$ cat src/sv/cde_pkg.sv
// ----------------------------------------------------------------------------
// cde_pkg
// Shared constants, command and status types and the month-length lookup
// for the calendar date engine.
// ----------------------------------------------------------------------------
package cde_pkg;

	localparam int unsigned YEAR_W   = 14;
	localparam int unsigned MONTH_W  = 4;
	localparam int unsigned DAY_W    = 5;
	localparam int unsigned AMT_W    = 12;
	localparam int unsigned ACTION_W = 3;
	// day accumulator: largest day plus largest amount
	localparam int unsigned DSUM_W   = 13;

	localparam logic [ACTION_W-1:0] ACT_LOAD       = 3'd0;
	localparam logic [ACTION_W-1:0] ACT_ADD_DAYS   = 3'd1;
	localparam logic [ACTION_W-1:0] ACT_ADD_MONTHS = 3'd2;
	localparam logic [ACTION_W-1:0] ACT_ADD_YEARS  = 3'd3;
	localparam logic [ACTION_W-1:0] ACT_COMPARE    = 3'd4;

	localparam logic [YEAR_W-1:0]  YEAR_MAX    = 14'd9999;
	localparam logic [YEAR_W-1:0]  YEAR_RESET  = 14'd1970;
	localparam logic [MONTH_W-1:0] MONTH_RESET = 4'd1;
	localparam logic [DAY_W-1:0]   DAY_RESET   = 5'd1;
	localparam logic [MONTH_W-1:0] MONTH_FEB   = 4'd2;
	localparam logic [MONTH_W-1:0] MONTH_DEC   = 4'd12;

	localparam logic [DAY_W-1:0] MONTH_LEN [12] = '{
		5'd31, 5'd28, 5'd31, 5'd30, 5'd31, 5'd30,
		5'd31, 5'd31, 5'd30, 5'd31, 5'd30, 5'd31
	};

	// controller to datapath
	typedef struct packed {
		logic capture;
		logic apply;
		logic mul_load;
		logic mul_sel_month;
		logic fold;
		logic split;
		logic day_step;
		logic out_load;
	} cmd_t;

	// datapath to controller
	typedef struct packed {
		logic [ACTION_W-1:0] action;
		logic                month_ok;
		logic                day_fits;
	} stat_t;

	function automatic logic month_in_range(input logic [MONTH_W-1:0] m);
		month_in_range = (m >= 4'd1) && (m <= MONTH_DEC);
	endfunction

	function automatic logic [DAY_W-1:0] days_in(input logic [MONTH_W-1:0] m,
		input logic leap);
		logic [MONTH_W-1:0] idx;
		logic [DAY_W-1:0]   d;
		idx = month_in_range(m) ? (m - 4'd1) : 4'd0;
		d = MONTH_LEN[idx];
		if (m == MONTH_FEB && leap) begin
			d = d + 5'd1;
		end
		days_in = d;
	endfunction

endpackage

$ cat src/sv/cde_dp.sv
// ----------------------------------------------------------------------------
// cde_dp
// Datapath: held date, operand capture, shared constant multiplier for the
// divide-by-twelve and divide-by-hundred steps, month roll and result register.
// ----------------------------------------------------------------------------
module cde_dp (
	input  logic                                 clk,
	input  logic                                 arst_n,
	input  cde_pkg::cmd_t                        cmd,
	output cde_pkg::stat_t                       stat,
	input  logic [cde_pkg::ACTION_W-1:0]         action,
	input  logic [cde_pkg::YEAR_W-1:0]           in_year,
	input  logic [cde_pkg::MONTH_W-1:0]          in_month,
	input  logic [cde_pkg::DAY_W-1:0]            in_day,
	input  logic [cde_pkg::AMT_W-1:0]            amount,
	output logic [cde_pkg::YEAR_W-1:0]           cur_year,
	output logic [cde_pkg::MONTH_W-1:0]          cur_month,
	output logic [cde_pkg::DAY_W-1:0]            cur_day,
	output logic                                 date_valid,
	output logic                                 is_less,
	output logic                                 is_equal,
	output logic                                 is_greater,
	output logic                                 year_overflow
);

	// x/3 = (x * 683) >> 11 for x below 2048; y/25 = (y * 1311) >> 15 for y below 4681
	localparam logic [10:0] RECIP_3  = 11'd683;
	localparam logic [10:0] RECIP_25 = 11'd1311;

	logic [cde_pkg::ACTION_W-1:0] act_q;
	logic [cde_pkg::YEAR_W-1:0]   iy_q;
	logic [cde_pkg::MONTH_W-1:0]  im_q;
	logic [cde_pkg::DAY_W-1:0]    id_q;
	logic [cde_pkg::AMT_W-1:0]    amt_q;

	logic [cde_pkg::YEAR_W-1:0]   year_q;
	logic [cde_pkg::MONTH_W-1:0]  month_q;
	logic [cde_pkg::DAY_W-1:0]    day_q;

	logic [cde_pkg::DSUM_W-1:0]   dsum_q;
	logic [cde_pkg::DSUM_W-1:0]   msum_q;
	logic [22:0]                  prod_q;
	logic [6:0]                   cent_q;
	logic [6:0]                   yrem_q;

	logic ovf_q, lt_q, eq_q, gt_q;

	logic [cde_pkg::DSUM_W-1:0]   msum_m1;
	logic [11:0]                  mul_a;
	logic [10:0]                  mul_b;
	logic [8:0]                   fold_k;
	logic [cde_pkg::DSUM_W-1:0]   fold_12k;
	logic [cde_pkg::DSUM_W-1:0]   fold_month;
	logic [cde_pkg::YEAR_W:0]     year_sum;
	logic [cde_pkg::YEAR_W:0]     add_year_sum;
	logic [6:0]                   split_c;
	logic [cde_pkg::YEAR_W-1:0]   split_rem;
	logic                         leap;
	logic [cde_pkg::DAY_W-1:0]    mlen;
	logic                         fits;
	logic [22:0]                  held_key;
	logic [22:0]                  given_key;

	assign msum_m1  = msum_q - 13'd1;
	assign mul_a    = cmd.mul_sel_month ? {1'b0, msum_m1[12:2]} : year_q[13:2];
	assign mul_b    = cmd.mul_sel_month ? RECIP_3 : RECIP_25;

	assign fold_k     = prod_q[19:11];
	assign fold_12k   = 13'({fold_k, 3'b000}) + 13'({fold_k, 2'b00});
	assign fold_month = msum_q - fold_12k;
	assign year_sum   = {1'b0, year_q} + 15'(fold_k);
	assign add_year_sum = {1'b0, year_q} + 15'(amt_q);

	assign split_c   = prod_q[21:15];
	assign split_rem = year_q - 14'({split_c, 6'b0}) - 14'({split_c, 5'b0})
		- 14'({split_c, 2'b0});

	// leap from the tracked century and year-in-century
	assign leap = (year_q[1:0] == 2'b00) && ((yrem_q != 7'd0) || (cent_q[1:0] == 2'b00));
	assign mlen = cde_pkg::days_in(month_q, leap);
	assign fits = dsum_q <= 13'(mlen);

	assign held_key  = {year_q, month_q, day_q};
	assign given_key = {iy_q, im_q, id_q};

	assign stat.action   = act_q;
	assign stat.month_ok = cde_pkg::month_in_range(month_q);
	assign stat.day_fits = fits;

	always_ff @(posedge clk or negedge arst_n) begin
		if (!arst_n) begin
			year_q  <= cde_pkg::YEAR_RESET;
			month_q <= cde_pkg::MONTH_RESET;
			day_q   <= cde_pkg::DAY_RESET;
		end else begin
			if (cmd.apply) begin
				case (act_q)
					cde_pkg::ACT_LOAD: begin
						year_q  <= (iy_q > cde_pkg::YEAR_MAX) ? cde_pkg::YEAR_MAX : iy_q;
						month_q <= im_q;
						day_q   <= id_q;
					end
					cde_pkg::ACT_ADD_YEARS: begin
						year_q <= (add_year_sum > 15'(cde_pkg::YEAR_MAX)) ?
							cde_pkg::YEAR_MAX : add_year_sum[13:0];
					end
					default: begin
					end
				endcase
			end
			if (cmd.fold) begin
				if (msum_q > 13'(cde_pkg::MONTH_DEC)) begin
					month_q <= fold_month[3:0];
					year_q  <= (year_sum > 15'(cde_pkg::YEAR_MAX)) ?
						cde_pkg::YEAR_MAX : year_sum[13:0];
				end else begin
					month_q <= msum_q[3:0];
				end
			end
			if (cmd.day_step) begin
				if (fits) begin
					day_q <= dsum_q[4:0];
				end else if (month_q == cde_pkg::MONTH_DEC) begin
					month_q <= 4'd1;
					if (year_q != cde_pkg::YEAR_MAX) begin
						year_q <= year_q + 14'd1;
					end
				end else begin
					month_q <= month_q + 4'd1;
				end
			end
		end
	end

	always_ff @(posedge clk) begin
		if (cmd.capture) begin
			act_q <= action;
			iy_q  <= in_year;
			im_q  <= in_month;
			id_q  <= in_day;
			amt_q <= amount;
			ovf_q <= 1'b0;
			lt_q  <= 1'b0;
			eq_q  <= 1'b0;
			gt_q  <= 1'b0;
		end
		if (cmd.apply) begin
			case (act_q)
				cde_pkg::ACT_LOAD: begin
					ovf_q <= iy_q > cde_pkg::YEAR_MAX;
				end
				cde_pkg::ACT_ADD_DAYS: begin
					dsum_q <= 13'(day_q) + 13'(amt_q);
				end
				cde_pkg::ACT_ADD_MONTHS: begin
					msum_q <= 13'(month_q) + 13'(amt_q);
				end
				cde_pkg::ACT_ADD_YEARS: begin
					ovf_q <= add_year_sum > 15'(cde_pkg::YEAR_MAX);
				end
				cde_pkg::ACT_COMPARE: begin
					lt_q <= held_key < given_key;
					eq_q <= held_key == given_key;
					gt_q <= held_key > given_key;
				end
				default: begin
				end
			endcase
		end
		if (cmd.mul_load) begin
			prod_q <= 23'(mul_a) * 23'(mul_b);
		end
		if (cmd.fold && (msum_q > 13'(cde_pkg::MONTH_DEC))
			&& (year_sum > 15'(cde_pkg::YEAR_MAX))) begin
			ovf_q <= 1'b1;
		end
		if (cmd.split) begin
			cent_q <= split_c;
			yrem_q <= split_rem[6:0];
		end
		if (cmd.day_step && !fits) begin
			dsum_q <= dsum_q - 13'(mlen);
			if (month_q == cde_pkg::MONTH_DEC) begin
				if (year_q == cde_pkg::YEAR_MAX) begin
					ovf_q <= 1'b1;
				end else if (yrem_q == 7'd99) begin
					yrem_q <= 7'd0;
					cent_q <= cent_q + 7'd1;
				end else begin
					yrem_q <= yrem_q + 7'd1;
				end
			end
		end
		if (cmd.out_load) begin
			cur_year      <= year_q;
			cur_month     <= month_q;
			cur_day       <= day_q;
			date_valid    <= cde_pkg::month_in_range(month_q) && (day_q != 5'd0)
				&& (day_q <= mlen);
			is_less       <= lt_q;
			is_equal      <= eq_q;
			is_greater    <= gt_q;
			year_overflow <= ovf_q;
		end
	end

endmodule

$ cat src/sv/cde_ctrl.sv
// ----------------------------------------------------------------------------
// cde_ctrl
// Controller: sequences one transaction through apply, month fold, leap
// split and the month-by-month day roll, and owns the output valid flag.
// ----------------------------------------------------------------------------
module cde_ctrl (
	input  logic           clk,
	input  logic           arst_n,
	input  logic           in_valid,
	output logic           in_ready,
	output logic           out_valid,
	input  logic           out_ready,
	input  cde_pkg::stat_t stat,
	output cde_pkg::cmd_t  cmd
);

	typedef enum logic [7:0] {
		S_IDLE       = 8'b0000_0001,
		S_APPLY      = 8'b0000_0010,
		S_MUL        = 8'b0000_0100,
		S_FOLD       = 8'b0000_1000,
		S_LEAP_MUL   = 8'b0001_0000,
		S_LEAP_SPLIT = 8'b0010_0000,
		S_DAYS       = 8'b0100_0000,
		S_DONE       = 8'b1000_0000
	} state_t;

	state_t state_q, state_nx;
	logic   out_valid_q;
	logic   out_free;

	assign in_ready  = (state_q == S_IDLE);
	assign out_valid = out_valid_q;
	assign out_free  = !out_valid_q || out_ready;

	always_comb begin
		state_nx = state_q;
		cmd = '0;
		unique case (state_q)
			S_IDLE: begin
				if (in_valid) begin
					cmd.capture = 1'b1;
					state_nx = S_APPLY;
				end
			end
			S_APPLY: begin
				cmd.apply = 1'b1;
				state_nx = (stat.action == cde_pkg::ACT_ADD_MONTHS) ? S_MUL : S_LEAP_MUL;
			end
			S_MUL: begin
				cmd.mul_load = 1'b1;
				cmd.mul_sel_month = 1'b1;
				state_nx = S_FOLD;
			end
			S_FOLD: begin
				cmd.fold = 1'b1;
				state_nx = S_LEAP_MUL;
			end
			S_LEAP_MUL: begin
				cmd.mul_load = 1'b1;
				state_nx = S_LEAP_SPLIT;
			end
			S_LEAP_SPLIT: begin
				cmd.split = 1'b1;
				state_nx = ((stat.action == cde_pkg::ACT_ADD_DAYS) && stat.month_ok) ?
					S_DAYS : S_DONE;
			end
			S_DAYS: begin
				cmd.day_step = 1'b1;
				if (stat.day_fits) begin
					state_nx = S_DONE;
				end
			end
			S_DONE: begin
				if (out_free) begin
					cmd.out_load = 1'b1;
					state_nx = S_IDLE;
				end
			end
			default: begin
				state_nx = S_IDLE;
			end
		endcase
	end

	always_ff @(posedge clk or negedge arst_n) begin
		if (!arst_n) begin
			state_q     <= S_IDLE;
			out_valid_q <= 1'b0;
		end else begin
			state_q <= state_nx;
			if (cmd.out_load) begin
				out_valid_q <= 1'b1;
			end else if (out_ready) begin
				out_valid_q <= 1'b0;
			end
		end
	end

endmodule

$ cat src/sv/calendar_date_engine.sv
// ----------------------------------------------------------------------------
// calendar_date_engine
// Holds one Gregorian date and applies load, add-days, add-months, add-years
// or compare per transaction, returning the held date and flags.
// ----------------------------------------------------------------------------
//  channel | handshake            | payload
//  input   | in_valid / in_ready  | action, in_year, in_month, in_day, amount
//  output  | out_valid / out_ready| cur_year, cur_month, cur_day, date_valid,
//          |                      | is_less, is_equal, is_greater, year_overflow
//
//  a transaction steps through apply, leap multiply and leap split before the
//  result register loads (add-months adds a multiply and a fold step first).
//  add-days then rolls the held date one month per cycle until the day fits.
//  one transaction in flight; a new one is taken while the result waits.
//  reset brings the held date to 1970-01-01 and empties the output register.
//  a result that is not taken holds the engine in its final state.
// ----------------------------------------------------------------------------
module calendar_date_engine (
	input  logic                         clk,
	input  logic                         arst_n,
	input  logic                         in_valid,
	output logic                         in_ready,
	input  logic [cde_pkg::ACTION_W-1:0] action,
	input  logic [cde_pkg::YEAR_W-1:0]   in_year,
	input  logic [cde_pkg::MONTH_W-1:0]  in_month,
	input  logic [cde_pkg::DAY_W-1:0]    in_day,
	input  logic [cde_pkg::AMT_W-1:0]    amount,
	output logic                         out_valid,
	input  logic                         out_ready,
	output logic [cde_pkg::YEAR_W-1:0]   cur_year,
	output logic [cde_pkg::MONTH_W-1:0]  cur_month,
	output logic [cde_pkg::DAY_W-1:0]    cur_day,
	output logic                         date_valid,
	output logic                         is_less,
	output logic                         is_equal,
	output logic                         is_greater,
	output logic                         year_overflow
);

	cde_pkg::cmd_t  cmd;
	cde_pkg::stat_t stat;

	cde_ctrl u_ctrl (
		.clk       (clk),
		.arst_n    (arst_n),
		.in_valid  (in_valid),
		.in_ready  (in_ready),
		.out_valid (out_valid),
		.out_ready (out_ready),
		.stat      (stat),
		.cmd       (cmd)
	);

	cde_dp u_dp (
		.clk           (clk),
		.arst_n        (arst_n),
		.cmd           (cmd),
		.stat          (stat),
		.action        (action),
		.in_year       (in_year),
		.in_month      (in_month),
		.in_day        (in_day),
		.amount        (amount),
		.cur_year      (cur_year),
		.cur_month     (cur_month),
		.cur_day       (cur_day),
		.date_valid    (date_valid),
		.is_less       (is_less),
		.is_equal      (is_equal),
		.is_greater    (is_greater),
		.year_overflow (year_overflow)
	);

`ifndef SYNTHESIS
	// at most one compare flag per result
	a_cmp_onehot: assert property (@(posedge clk) disable iff (!arst_n)
		out_valid |-> $onehot0({is_less, is_equal, is_greater}))
		else $error("more than one compare flag set");

	// saturation leaves the year pinned at its ceiling
	a_ovf_year: assert property (@(posedge clk) disable iff (!arst_n)
		(out_valid && year_overflow) |-> (cur_year == cde_pkg::YEAR_MAX))
		else $error("overflow reported below the year ceiling");

	// held year never passes the ceiling
	a_year_range: assert property (@(posedge clk) disable iff (!arst_n)
		out_valid |-> (cur_year <= cde_pkg::YEAR_MAX))
		else $error("held year above ceiling");

	// a valid date has a real month and a non-zero day
	a_valid_date: assert property (@(posedge clk) disable iff (!arst_n)
		(out_valid && date_valid) |->
		((cur_month != 4'd0) && (cur_month <= cde_pkg::MONTH_DEC) && (cur_day != 5'd0)))
		else $error("date flagged valid with bad month or day");
`endif

endmodule

$ cat config.mk
export PLATFORM = sky130hd
export DESIGN_NAME = calendar_date_engine
export DESIGN_NICKNAME = d
export VERILOG_FILES = /design/src/sv/cde_pkg.sv /design/src/sv/cde_dp.sv /design/src/sv/cde_ctrl.sv /design/src/sv/calendar_date_engine.sv
export SDC_FILE = /design/constraint.sdc
export NUM_CORES = 1
export LEC_CHECK = 0
export BUFFER_PORTS_ARGS = -buffer_cell sky130_fd_sc_hd__buf_2
export CORE_MARGIN = 2
export CORE_UTILIZATION = 35
export DETAILED_ROUTE_END_ITERATION = 12
export GPL_ROUTABILITY_DRIVEN = 0
export PLACE_DENSITY = 0.54
export SYNTH_ARGS = -nofsm -noshare
export SYNTH_HDL_FRONTEND = slang
export SYNTH_HIERARCHICAL = 1
export SYNTH_SLANG_ARGS = --single-unit
$ cat constraint.sdc
create_clock -name clk -period 7.3 [get_ports clk]
set_clock_uncertainty 0.2 [all_clocks]
set_input_delay 0.365 -clock clk [delete_from_list [all_inputs] [get_ports clk]]
set_output_delay 0.365 -clock clk [all_outputs]
set_load 0.05 [all_outputs]
After elaboration in Yosys (flattened, before gate mapping)
Memories as Yosys holds them, arrays and structs flattened.
Cells that the tools add are included.

operators by class
  order comparisons = 11
  multiplexer cells = 75
  add/sub/neg operators = 17
  eq/ne operators = 21
  reductions and logical operators = 25
  multiply operators = 1
  bitwise operators = 1

operators with widths
  kind                                                              count
  two-way mux 14 bit                                                10
  two-way mux 7 bit                                                 10
  case mux 8 bit (8 select lines)                                   1
  two-way mux 5 bit                                                 8
  two-way mux 13 bit                                                3
  two-way mux 4 bit                                                 8
  two-way mux 8 bit                                                 4
  greater-than comparator 15 x 14 -> 1 bit (second input constant)  2
  case mux 14 bit (2 select lines)                                  1
  two-way mux 1 bit                                                 27
  == test 23 bit                                                    1
  greater-than comparator 23 bit                                    1
  < comparator 23 bit                                               1
  multiplier 12 x 11 -> 22 bit                                      1
  subtractor 7 bit                                                  3
  adder 14 x 12 -> 15 bit                                           1
  adder 14 x 9 -> 15 bit                                            1
  adder 14 x 1 -> 14 bit (second input constant)                    1
  adder 7 x 1 -> 7 bit (second input constant)                      2
  == test 14 bit (second input constant)                            1
  greater-than comparator 14 bit (second input constant)            1
  != test 14 bit (second input constant)                            1
  adder 4 x 12 -> 13 bit                                            1
  adder 5 x 12 -> 13 bit                                            1
  other kinds (44)                                                  60

storage, ports and cells
  memories = 1
  flip-flop bits (word level) = 164
  logic and storage cells = 179
  memory bits (read-only) = 80
  output and inout port bits = 30
  bits of input ports = 42

memories
  memory            words  width  read ports  clocked after Yosys merged registers in  write ports  RTL line       source
  (name not given)  16     5      1           0                                        0            cde_pkg.sv:62  d = MONTH_LEN[idx];

Longest topological paths before layout
Gate-level depths: netlist of run 1.

  depth after elaboration = 14
  mapped depth = 27

Cells and area by module
The synthesis of run 1 kept the hierarchy.

modules (own cells, without submodules)
  module    cells each  sequential area each (um^2)  area an instance (um^2)  instances
  cde_dp    1,306       3,880.0                      12,605.8                 1
  cde_ctrl  59          226.5                        576.8                    1

Worst setup path before layout of run 1
OpenSTA, ideal clock, no wires.

  path kind = reg2reg
  from = register u_ctrl.state_q[6]
  to = register u_dp.prod_q[19], data pin
  stages on the path, launching flop included = 25
  setup time = 0.259 ns
  data required time = 6.841 ns
  slack = 0.594 ns
  path buffers = 1
  data arrival time = 6.247 ns
  path through = dfrtp_1 > nor2_1 > nand2_1 > nor3_1 > clkbuf_1 > nand2b_1 > inv_1 > nor2_1 > fa_1 > inv_1 > fa_1 > fa_1 > fa_1 > inv_1 > fa_1 > inv_1 > ha_1 > o211ai_1 > a2111oi_1 > o21ai_1 > a21oi_1 > a41o_1 > o22ai_1 > o21bai_1 > xnor2_1

RTL lines
  what                      RTL line        source
  start: declaration        cde_ctrl.sv:28  state_t state_q, state_nx;
  start signal: assignment  cde_ctrl.sv:91  state_q <= state_nx;
  end signal: assignment    cde_dp.sv:171   prod_q <= 23'(mul_a) * 23'(mul_b);
  end: declaration          cde_dp.sv:42    logic [22:0] prod_q;

Worst setup path in the final report of run 1
  from = register u_dp/msum_q[1] in the netlist's numbering
  to = register u_dp.prod_q[19], data pin

on the way
  cells in the longest elaborated chain, start to end = 3

ends and longest elaborated chain
  what                          RTL line       source
  start: declaration            cde_dp.sv:41   logic [cde_pkg::DSUM_W-1:0] msum_q;
  start signal: assignment      cde_dp.sv:156  msum_q <= 13'(month_q) + 13'(amt_q);
  subtractor 13 x 1 -> 13 bit   cde_dp.sv:64   assign msum_m1 = msum_q - 13'd1;
  two-way mux 12 bit            cde_dp.sv:65   assign mul_a = cmd.mul_sel_month ? {1'b0, msum_m1[12:2]} : year_q[13:2];
  multiplier 12 x 11 -> 22 bit  cde_dp.sv:171

No other way between the ends.
A chain may end at the register's enable or synchronous reset.

==> results.cfg, run 1 <==
[clock_network]
tritoncts = done
insertion_delay_ns = 0.44
tritoncts_num_sinks = 146
cts_htree_levels = 4
postCtsSetupRepairBufs = 0
worst_setup_hold_path_clk_slew_ns = 0.07
clockBufferDepth = 2
clock_root_buffer = sky130_fd_sc_hd__clkbuf_16
total_cts_buffers = 17

[sta]
maxSlewViolCount = 0
slew_headroom = 0.3101
min_period_over_period = 0.9329
grt_setup_unrepaired = no
final-hold-violation-count = 0
fin_setup_tns_ns = 0
max_freq_mhz = 146.8
max_slew.worst_pin.slew_ns = 1.032
finalSetupViolations = 0
post-route-min-period_ns = 6.810

[logic_synthesis]
synthesis.area_per_instance_um2 = 9.658
syn_inst = 1365
ys_seq_area_frac = 0.3115
synth.largest_area_cell = sky130_fd_sc_hd__edfxtp_1
synth.cell_area_mm2 = 0.01318
synth_top_cell_area_share = 0.2301
synth.yosys.warnings = 6
postSynth.topFlopCell = sky130_fd_sc_hd__edfxtp_1
netlist_top_cells_area = sky130_fd_sc_hd__edfxtp_1 (23%), sky130_fd_sc_hd__ha_1 (14%), sky130_fd_sc_hd__fa_1 (11%)
synth-seq-cells = 146
yosys.cell_types.count = 92
number_of_flops_mapped_to_enable_cells_by_yosys = 101
asyncSetResetFlopFracSynth = 0.2192
post-synth-top-count-cell = sky130_fd_sc_hd__inv_1
synth.top_cells.by_count = sky130_fd_sc_hd__inv_1 (188), sky130_fd_sc_hd__ha_1 (148), sky130_fd_sc_hd__edfxtp_1 (101)

[final_layout]
layout-area-overhead-vs-synth_pct = 15.21
final-seq-area_mm2 = 0.004106
layout.cells.non_filler = 1999
antenna_cells = 0
multiInputGateArea_mm2 = 0.008243
fillCellCount = 3693
design.final.nets = 1736
drive_gt1_frac = 0.1183

[outcome]
status = completed

[setup_path]
setup.worst_path.class = reg2reg
crit_path_max_fanout = 7
crit_path_start_kind = flop
timing.critical_path.arrival_ns = 6.79
critPathCaptureType = flop
worstPathRequired_ns = 7.28

[power]
cellLeakagePower_nw = 6.846
totalPowerFinal_mw = 6.395
cellPowerDensity_mw_per_mm2 = 421.1
vdd_drop_max_uv = 233.8

[routing]
route.vias.total = 10265
wl_per_cell_um = 18.41
drc = 0
antenna_nets_post_route = 0
drt-initial-drc-count = 698
drt_pass1_iterations = 5
routed_via_density = 5.135
postRouteWirelength_um = 36810

[floorplanning]
initial_utilization = 0.3525
row_count = 71
die_x_um = 198.1
die_area_mm2 = 0.03923
io_pins = 72
die_y_um = 198.1
core_area_mm2 = 0.03740

[job]
max_cap_viol_count = 0

[global_routing]
first_global_vias = 10282
busiest_layer = met2
grt_first_pass_wirelength_um = 57800
gr-usage-met2 = 0.3229
gr-usage-met1 = 0.2639
groute.layer.met3.usage = 0.02691
globalRoute.totalOverflow = 0
initial_antenna_violation_count = 0
grtUsageTotal = 0.1942
grt_max_degree = 40

[hold_path]
hold_class = in2reg

[placement]
place_inst = 1927
port_buffers = 71
detail_placement_hpwl_um = 28940
==> per-stage QoR <==
stage               setup slack [ns]  instance area (µm²)  hold slack (ns)    util
finish                        0.4901                15190          0.05913  0.4061
detailed placement            0.1937                14200           0.2512  0.3798
floorplan                     0.5939                13190          -0.1306       -
global placement              0.3208                14200           0.2493  0.3798
CTS                           0.1784                15170          0.04002  0.4056
global route                 0.06070                15190          0.06185  0.4061
==> cells in the final DEF (no fill, tap or decap), types with 22 or more instances in the layout <==
master,netlist,layout
sky130_fd_sc_hd__buf_2,6,71
sky130_fd_sc_hd__ha_1,148,148
sky130_fd_sc_hd__xnor2_1,64,64
sky130_fd_sc_hd__dlygate4sd3_1,0,40
sky130_fd_sc_hd__inv_1,188,188
sky130_fd_sc_hd__buf_4,1,23
sky130_fd_sc_hd__dfrtp_1,22,22
sky130_fd_sc_hd__nor2_1,97,94
sky130_fd_sc_hd__nand2b_1,27,27
sky130_fd_sc_hd__a21oi_1,64,63
sky130_fd_sc_hd__nand2_1,84,84
sky130_fd_sc_hd__o21ai_0,41,40
sky130_fd_sc_hd__xor2_1,35,35
sky130_fd_sc_hd__fa_1,71,71
sky130_fd_sc_hd__edfxtp_1,101,101
sky130_fd_sc_hd__nand3_1,29,29
==> what timing repair did <==
item / 4_1_cts / 5_1_grt
hold buffers: 40 / 0
setup endpoints to repair: 0 / 3
resized for setup: 0 / 5
hold endpoints to repair: 61 / 0
==> cell families (layout without fill, tap and decap cells) <==
logic type | count (synthesis) | after routing | synth area share
buffers and inverters | 232 | 354 | 0.06748
DFF | 146 | 146 | 0.3115
xor gates and xnor gates | 99 | 99 | 0.06577
and+or+nand+nor | 384 | 384 | 0.1518
AOI/OAI and AO/OA | 264 | 264 | 0.1401
other | 2 | 3 | 0.0005697
muxes | 19 | 19 | 0.01452
adders and majority gates | 219 | 219 | 0.2483
==> final cells by class <==
class                           instances  area share
Multi-Input combinational cell        988      0.5427
Clock buffer                           18     0.02826
Inverter                              188     0.04646
Tap cell                              511     0.04210
Timing Repair Buffer                  134     0.06113
Sequential cell                       146      0.2704
Clock inverter                         14    0.008979
==> power by group <==
group	switching (mW)	internal (mW)	total, mW
logic	2.43	1.69	4.12
registers	0.230	1.18	1.41
clock network	0.409	0.453	0.863
total	3.06	3.33	6.40
==> critical path, stage by stage, from the launching register on <==
cell                       delay (ns)
sky130_fd_sc_hd__edfxtp_1        0.51
sky130_fd_sc_hd__or4_1           0.58
sky130_fd_sc_hd__nor4_1          0.26
sky130_fd_sc_hd__xnor2_1         0.09
sky130_fd_sc_hd__nand2b_1        0.19
sky130_fd_sc_hd__nand2_1         0.15
sky130_fd_sc_hd__inv_1           0.10
sky130_fd_sc_hd__fa_1            0.51
sky130_fd_sc_hd__inv_1           0.05
sky130_fd_sc_hd__fa_1            0.45
sky130_fd_sc_hd__ha_1            0.33
sky130_fd_sc_hd__fa_1            0.53
sky130_fd_sc_hd__inv_1           0.05
sky130_fd_sc_hd__fa_1            0.52
sky130_fd_sc_hd__inv_1           0.04
sky130_fd_sc_hd__ha_1            0.29
sky130_fd_sc_hd__o21a_1          0.11
sky130_fd_sc_hd__o211ai_1        0.24
sky130_fd_sc_hd__o21ai_0         0.17
sky130_fd_sc_hd__o21ai_1         0.30
sky130_fd_sc_hd__a21oi_2         0.12
sky130_fd_sc_hd__a41o_1          0.28
sky130_fd_sc_hd__o22ai_1         0.23
sky130_fd_sc_hd__o21bai_1        0.12
sky130_fd_sc_hd__xnor2_1         0.14
==> flip-flops by register name (all words and copies together) (netlist names), 4 cells and up <==
signal,count
u_dp/cur_year,14
u_dp/iy_q,14
u_dp/year_q,14
u_dp/dsum_q,13
u_dp/msum_q,13
u_dp/amt_q,12
u_dp/prod_q,9
u_ctrl/state_q,8
u_dp/yrem_q,7
u_dp/cur_day,5
u_dp/day_q,5
u_dp/id_q,5
u_dp/cur_month,4
u_dp/im_q,4
u_dp/month_q,4
==> final timing paths <==
kind	slack, ns	end	depth (start not counted)	start
worst max-delay path	0.49	u_dp/prod_q[19]$_DFFE_PP_	24	u_dp/msum_q[1]$_DFFE_PP_
worst min-delay path	0.06	u_ctrl/out_valid$_DFFE_PN0P_	3	out_ready
worst max register to register	0.49	u_dp/prod_q[19]$_DFFE_PP_	24	u_dp/msum_q[1]$_DFFE_PP_
worst min register to register	0.27	u_dp/cent_q[0]$_DFF_P_	1	u_dp/cent_q[0]$_DFF_P_
max in group asynchronous	6.01	u_dp/month_q[2]$_DFF_PN0_	2	arst_n
min in group asynchronous	0.36	u_dp/day_q[3]$_DFF_PN0_	2	arst_n
==> layer usage <==
metal  part of all wire  vias up
met3              0.035       37
met2               0.47      226
met1               0.47     4999
met4              0.021        0
li1                   -     5003
met5                  0        -
Note: power is estimated with default switching activity, not from simulation.
==> run 2: changes to the inputs <==
Settings changed: PLACE_DENSITY 0.54 to 0.57, TNS_END_PERCENT from default to 10.
==> results.cfg, run 2 (synthesis results as in run 1) <==
[hold_path]
worst_hold_path.num_cells = 3
end_of_the_worst_hold_path = u_ctrl/out_valid$_DFFE_PN0P_
hold_class = in2reg
hold_path.startpoint = out_ready

[routing]
drt-initial-drc-count = 754
wl_per_cell_um = 18.28
drt_pass1_iterations = 7
antenna_nets_post_route = 0
route.vias.total = 10454
routed_via_density = 5.235
postRouteWirelength_um = 36510
drc = 0

[final_layout]
final-seq-area_mm2 = 0.004106
design.final.nets = 1734
fillCellCount = 3659
antenna_cells = 0
layout.cells.non_filler = 1997
layout-area-overhead-vs-synth_pct = 15.33
mostFrequentLayoutCells = sky130_fd_sc_hd__inv_1 (188), sky130_fd_sc_hd__ha_1 (148), sky130_fd_sc_hd__edfxtp_1 (101), sky130_fd_sc_hd__nor2_1 (94), sky130_fd_sc_hd__nand2_1 (84)
multiInputGateArea_mm2 = 0.008238
layout.cells.most_common = sky130_fd_sc_hd__inv_1
drive_gt1_frac = 0.1171
final_cell_area_mm2 = 0.01520
layout_top_registers = u_dp/cur_year: 14 flops, u_dp/iy_q: 14 flops, u_dp/year_q: 14 flops

[sta]
final.hold.worst_slack_ns = 0.05144
min_period_over_period = 0.9355
slew_headroom = 0.1934
maxSlewViolCount = 0
grt_setup_unrepaired = no
finalSetupViolations = 0
max_slew.worst_pin.slew_ns = 1.210
fin_setup_tns_ns = 0
post-route-min-period_ns = 6.829
final-hold-violation-count = 0
max_freq_mhz = 146.4

[global_routing]
globalRoute.totalOverflow = 0
grt_max_degree = 40
grtUsageTotal = 0.1946
first_global_vias = 10583
grt_first_pass_wirelength_um = 58360
initial_antenna_violation_count = 1

[setup_path]
r2r_setup_slack_ns = 0.47
crit_path_max_fanout = 6
setup.worst_path.class = reg2reg
crit_path_start_kind = flop
reg2reg_depth = 24
critPathCaptureType = flop
r2r-end = u_dp/prod_q[19]$_DFFE_PP_
crit-reg2reg-launch = u_dp/msum_q[4]$_DFFE_PP_
timing.critical_path.arrival_ns = 6.82
worstPathRequired_ns = 7.29

[floorplanning]
die_area_mm2 = 0.03923
core_area_mm2 = 0.03740
io_pins = 72
die_x_um = 198.1
initial_utilization = 0.3525
die_y_um = 198.1
row_count = 71

[power]
comb_power_share = 0.639
vdd_drop_max_uv = 216.8
cellPowerDensity_mw_per_mm2 = 422.0
cell_internal_pwr_mw = 3.361
totalPowerFinal_mw = 6.416
clockPowerShare = 0.140
cellLeakagePower_nw = 6.854
share_of_total_power_in_sequential_cells = 0.221
power.switching_mw = 3.055
sw_frac_of_total = 0.4762

[clock_network]
tritoncts = done
cts_htree_levels = 4
total_cts_buffers = 17
clockBufferDepth = 2
postCtsSetupRepairBufs = 0
insertion_delay_ns = 0.45
worst_setup_hold_path_clk_slew_ns = 0.07
clock_root_buffer = sky130_fd_sc_hd__clkbuf_16
tritoncts_num_sinks = 146

[placement]
detail_placement_hpwl_um = 28680
postPlaceCellArea_mm2 = 0.01419
port_buffers = 71
place_inst = 1925

[job]
max_cap_viol_count = 0

[outcome]
status = completed
## run 2: worst max path at each step
stage,from,end,slack [ns],cells past startpoint
after floorplan,u_ctrl/state_q[6]$_DFFE_PN0P_,u_dp/prod_q[19]$_DFFE_PP_,0.59,24
after detailed placement,u_dp/msum_q[3]$_DFFE_PP_,u_dp/prod_q[19]$_DFFE_PP_,0.20,22
after global routing,u_ctrl/state_q[6]$_DFFE_PN0P_,u_dp/prod_q[19]$_DFFE_PP_,0.02,26
after global placement,u_dp/msum_q[3]$_DFFE_PP_,u_dp/prod_q[19]$_DFFE_PP_,0.31,22
after CTS,u_dp/msum_q[3]$_DFFE_PP_,u_dp/prod_q[19]$_DFFE_PP_,0.19,22
final,u_dp/msum_q[4]$_DFFE_PP_,u_dp/prod_q[19]$_DFFE_PP_,0.47,24
## run 2: metal layers
metal	up-vias	track usage	routed length [µm]
met3	51	0.02657	1639
met2	279	0.3239	17350
met1	5133	0.2585	16690
met4	0	0.07073	833
li1	4991	-	-
met5	-	0	0
## run 2: through the flow
stage,setup slack [ns],util
floorplan,0.5939,-
global placement,0.3083,0.3794
detailed placement,0.2042,0.3794
CTS,0.1901,0.4061
global route,0.01870,0.4065
finish,0.4709,0.4065
## run 2: power groups by stage
stage          clock (mW)  combinational, mW  sequential [mW]
6_report            0.898               4.10             1.42
3_5_place_dp            0               4.06             1.43
2_1_floorplan           0               3.06             1.34
3_3_place_gp            0               4.00             1.43
4_1_cts             0.922               4.12             1.42
5_1_grt             0.958               4.75             1.44
## run 2: critical path: stages (launching register included)
cell	delay, ns
sky130_fd_sc_hd__edfxtp_1	0.47
sky130_fd_sc_hd__or4_1	0.63
sky130_fd_sc_hd__nand2b_1	0.19
sky130_fd_sc_hd__xnor2_1	0.13
sky130_fd_sc_hd__and2_1	0.25
sky130_fd_sc_hd__nor2_2	0.11
sky130_fd_sc_hd__fa_1	0.51
sky130_fd_sc_hd__inv_1	0.05
sky130_fd_sc_hd__fa_1	0.50
sky130_fd_sc_hd__inv_1	0.05
sky130_fd_sc_hd__fa_1	0.47
sky130_fd_sc_hd__inv_1	0.05
sky130_fd_sc_hd__fa_1	0.52
sky130_fd_sc_hd__inv_1	0.05
sky130_fd_sc_hd__fa_1	0.52
sky130_fd_sc_hd__inv_1	0.04
sky130_fd_sc_hd__ha_1	0.27
sky130_fd_sc_hd__o211ai_1	0.12
sky130_fd_sc_hd__a2111oi_2	0.35
sky130_fd_sc_hd__o21ai_1	0.22
sky130_fd_sc_hd__a21oi_2	0.22
sky130_fd_sc_hd__a41o_1	0.25
sky130_fd_sc_hd__o22ai_1	0.12
sky130_fd_sc_hd__o21bai_1	0.17
sky130_fd_sc_hd__xnor2_1	0.09
## run 2: cell type report
class	count	area share
clock buffers	19	0.03127
clock inverters	13	0.008230
inverters	188	0.04642
multi-input cells	988	0.5418
flip-flops and latches	146	0.2701
well taps	511	0.04205
repair buffers	132	0.06008
## run 2: timing repair
item,4_1_cts,5_1_grt
hold buffers,40,0
endpoints found under the setup margin,0,5
hold endpoints to repair,61,0
gates resized for setup,0,4
==> run 3: changes to the inputs <==
--- a/config.mk
+++ b/config.mk
@@ -8,8 +8,8 @@
 export BUFFER_PORTS_ARGS = -buffer_cell sky130_fd_sc_hd__buf_2
 export CORE_MARGIN = 2
-export CORE_UTILIZATION = 35
+export CORE_UTILIZATION = 45
 export DETAILED_ROUTE_END_ITERATION = 12
 export GPL_ROUTABILITY_DRIVEN = 0
-export PLACE_DENSITY = 0.57
+export PLACE_DENSITY = 0.68
 export SYNTH_ARGS = -nofsm -noshare
 export SYNTH_HDL_FRONTEND = slang
==> constraint.sdc (replaced) <==
create_clock -name clk -period 7.3 [get_ports clk]
set_clock_uncertainty 0.2 [all_clocks]
set_input_delay 1.095 -clock clk [delete_from_list [all_inputs] [get_ports clk]]
set_output_delay 1.095 -clock clk [all_outputs]
set_load 0.05 [all_outputs]
==> results.cfg, run 3 (synthesis results as in run 1) <==
[final_layout]
layout_top_registers = u_dp/cur_year: 14 flops, u_dp/iy_q: 14 flops, u_dp/year_q: 14 flops
drive_gt1_frac = 0.1189
layout-area-overhead-vs-synth_pct = 11.03
layout.cells.most_common = sky130_fd_sc_hd__inv_1
antenna_cells = 0
design.final.nets = 1695
mostFrequentLayoutCells = sky130_fd_sc_hd__inv_1 (188), sky130_fd_sc_hd__ha_1 (148), sky130_fd_sc_hd__edfxtp_1 (101), sky130_fd_sc_hd__nor2_1 (94), sky130_fd_sc_hd__nand2_1 (84)
fillCellCount = 2612
final_core_utilization = 0.5086

[routing]
route.vias.total = 10248
postRouteWirelength_um = 33960
routed-wl-met3_um = 2158
wl_per_cell_um = 18.55
antenna_nets_post_route = 0
top_layer_used = met4
drt-initial-drc-count = 953
drt_pass1_iterations = 6
wl_met2_um = 15680
drc = 0
route.layer.met1.wl_um = 15140
routed_via_density = 5.597

[clock_network]
worst_setup_hold_path_clk_slew_ns = 0.06
insertion_delay_ns = 0.44
tritoncts_num_sinks = 146
tritoncts = done
cts_htree_levels = 4
clockBufferDepth = 2
total_cts_buffers = 17
clock_root_buffer = sky130_fd_sc_hd__clkbuf_16
postCtsSetupRepairBufs = 0

[setup_path]
critPathCaptureType = flop
timing.critical_path.arrival_ns = 6.87
crit_path_start_kind = flop
setup.worst_path.class = reg2reg
worstPathRequired_ns = 7.28
crit_path_max_fanout = 6

[sta]
max_freq_mhz = 145.0
min_period_over_period = 0.9444
fin_setup_tns_ns = 0
maxSlewViolCount = 0
max_slew.worst_pin.slew_ns = 1.021
final.hold.worst_slack_ns = 0.2584
grt_setup_unrepaired = no
final-hold-violation-count = 0
finalSetupViolations = 0
slew_headroom = 0.3164
post-route-min-period_ns = 6.894

[global_routing]
grt_first_pass_wirelength_um = 54230
globalRoute.totalOverflow = 0
grt_max_degree = 40
first_global_vias = 10056
grtUsageTotal = 0.2288
initial_antenna_violation_count = 1

[power]
vdd_drop_max_uv = 244.1
cellLeakagePower_nw = 6.688
totalPowerFinal_mw = 6.358
cellPowerDensity_mw_per_mm2 = 434.4

[floorplanning]
core_area_mm2 = 0.02878
initial_utilization = 0.4580
die_area_mm2 = 0.03068
die_x_um = 175.2
die_y_um = 175.2
row_count = 62
io_pins = 72

[placement]
port_buffers = 71
detail_placement_hpwl_um = 26660

[job]
max_cap_viol_count = 0

[outcome]
status = completed

[hold_path]
hold_class = reg2reg
==> run 3: report_power, final <==
part           switching, mW  internal (mW)
Combinational           2.39           1.67
Sequential             0.227           1.19
Clock                  0.374          0.517
Total                   2.99           3.37
==> run 3: worst paths after layout <==
path	from	cells after the start	slack, ns	to
setup / recovery	u_dp/msum_q[3]$_DFFE_PP_	24	0.41	u_dp/prod_q[19]$_DFFE_PP_
hold / removal	u_dp/gt_q$_DFF_P_	0	0.26	u_dp/is_greater$_DFFE_PP_
setup reg to reg	u_dp/msum_q[3]$_DFFE_PP_	24	0.41	u_dp/prod_q[19]$_DFFE_PP_
hold reg to reg	u_dp/gt_q$_DFF_P_	0	0.26	u_dp/is_greater$_DFFE_PP_
max in group asynchronous	arst_n	1	5.80	u_dp/year_q[3]$_DFF_PN0_
min in group asynchronous	arst_n	1	0.55	u_dp/day_q[3]$_DFF_PN0_
==> run 3: cell type report <==
type                    instances  area [µm²]  share of cell area
flip-flops and latches        146        4106              0.2806
multi-input cells             988        8229              0.5622
well taps                     384       480.5             0.03283
clock inverters                11       111.4            0.007608
clock buffers                  21       483.0             0.03300
inverters                     188       705.7             0.04821
repair buffers                 93       520.5             0.03556
==> run 3: routing by layer <==
| layer | global-route usage | vias to the layer above |
|---|---|---|
| met4 | 0.07674 | 0 |
| li1 | - | 4920 |
| met1 | 0.3102 | 4887 |
| met3 | 0.03394 | 69 |
| met2 | 0.3752 | 372 |
| met5 | 0 | - |
==> run 3: timing repair <==
item / in CTS / in global routing
setup endpoints to repair: 0 / 3
resized for setup: 0 / 3
hold buffers: 0 / 0
==> run 3: critical path, stage by stage, from the launching register on <==
cell and delay, ns:
sky130_fd_sc_hd__edfxtp_1 0.49, sky130_fd_sc_hd__or4_1 0.63, sky130_fd_sc_hd__nor4_1 0.28, sky130_fd_sc_hd__xnor2_1 0.09
sky130_fd_sc_hd__nand2b_1 0.19, sky130_fd_sc_hd__nand2_1 0.15, sky130_fd_sc_hd__inv_1 0.10, sky130_fd_sc_hd__fa_1 0.51
sky130_fd_sc_hd__inv_1 0.05, sky130_fd_sc_hd__fa_1 0.45, sky130_fd_sc_hd__ha_1 0.33, sky130_fd_sc_hd__fa_1 0.54
sky130_fd_sc_hd__inv_1 0.06, sky130_fd_sc_hd__fa_1 0.53, sky130_fd_sc_hd__inv_1 0.04, sky130_fd_sc_hd__ha_1 0.27
sky130_fd_sc_hd__o21a_1 0.11, sky130_fd_sc_hd__o211ai_1 0.25, sky130_fd_sc_hd__o21ai_0 0.17, sky130_fd_sc_hd__o21ai_1 0.28
sky130_fd_sc_hd__a21oi_1 0.15, sky130_fd_sc_hd__a41o_1 0.30, sky130_fd_sc_hd__o22ai_1 0.25, sky130_fd_sc_hd__o21bai_1 0.11
sky130_fd_sc_hd__xnor2_1 0.13
==> run 3: metrics by stage <==
stage	instances	setup slack, ns	cell area (µm²)
CTS	1831	0.2066	14630
detailed placement	1799	0.2405	14030
floorplan	1366	0.5939	13190
finish	1831	0.4056	14640
global route	1831	0.07445	14640
global placement	1799	0.3621	14030
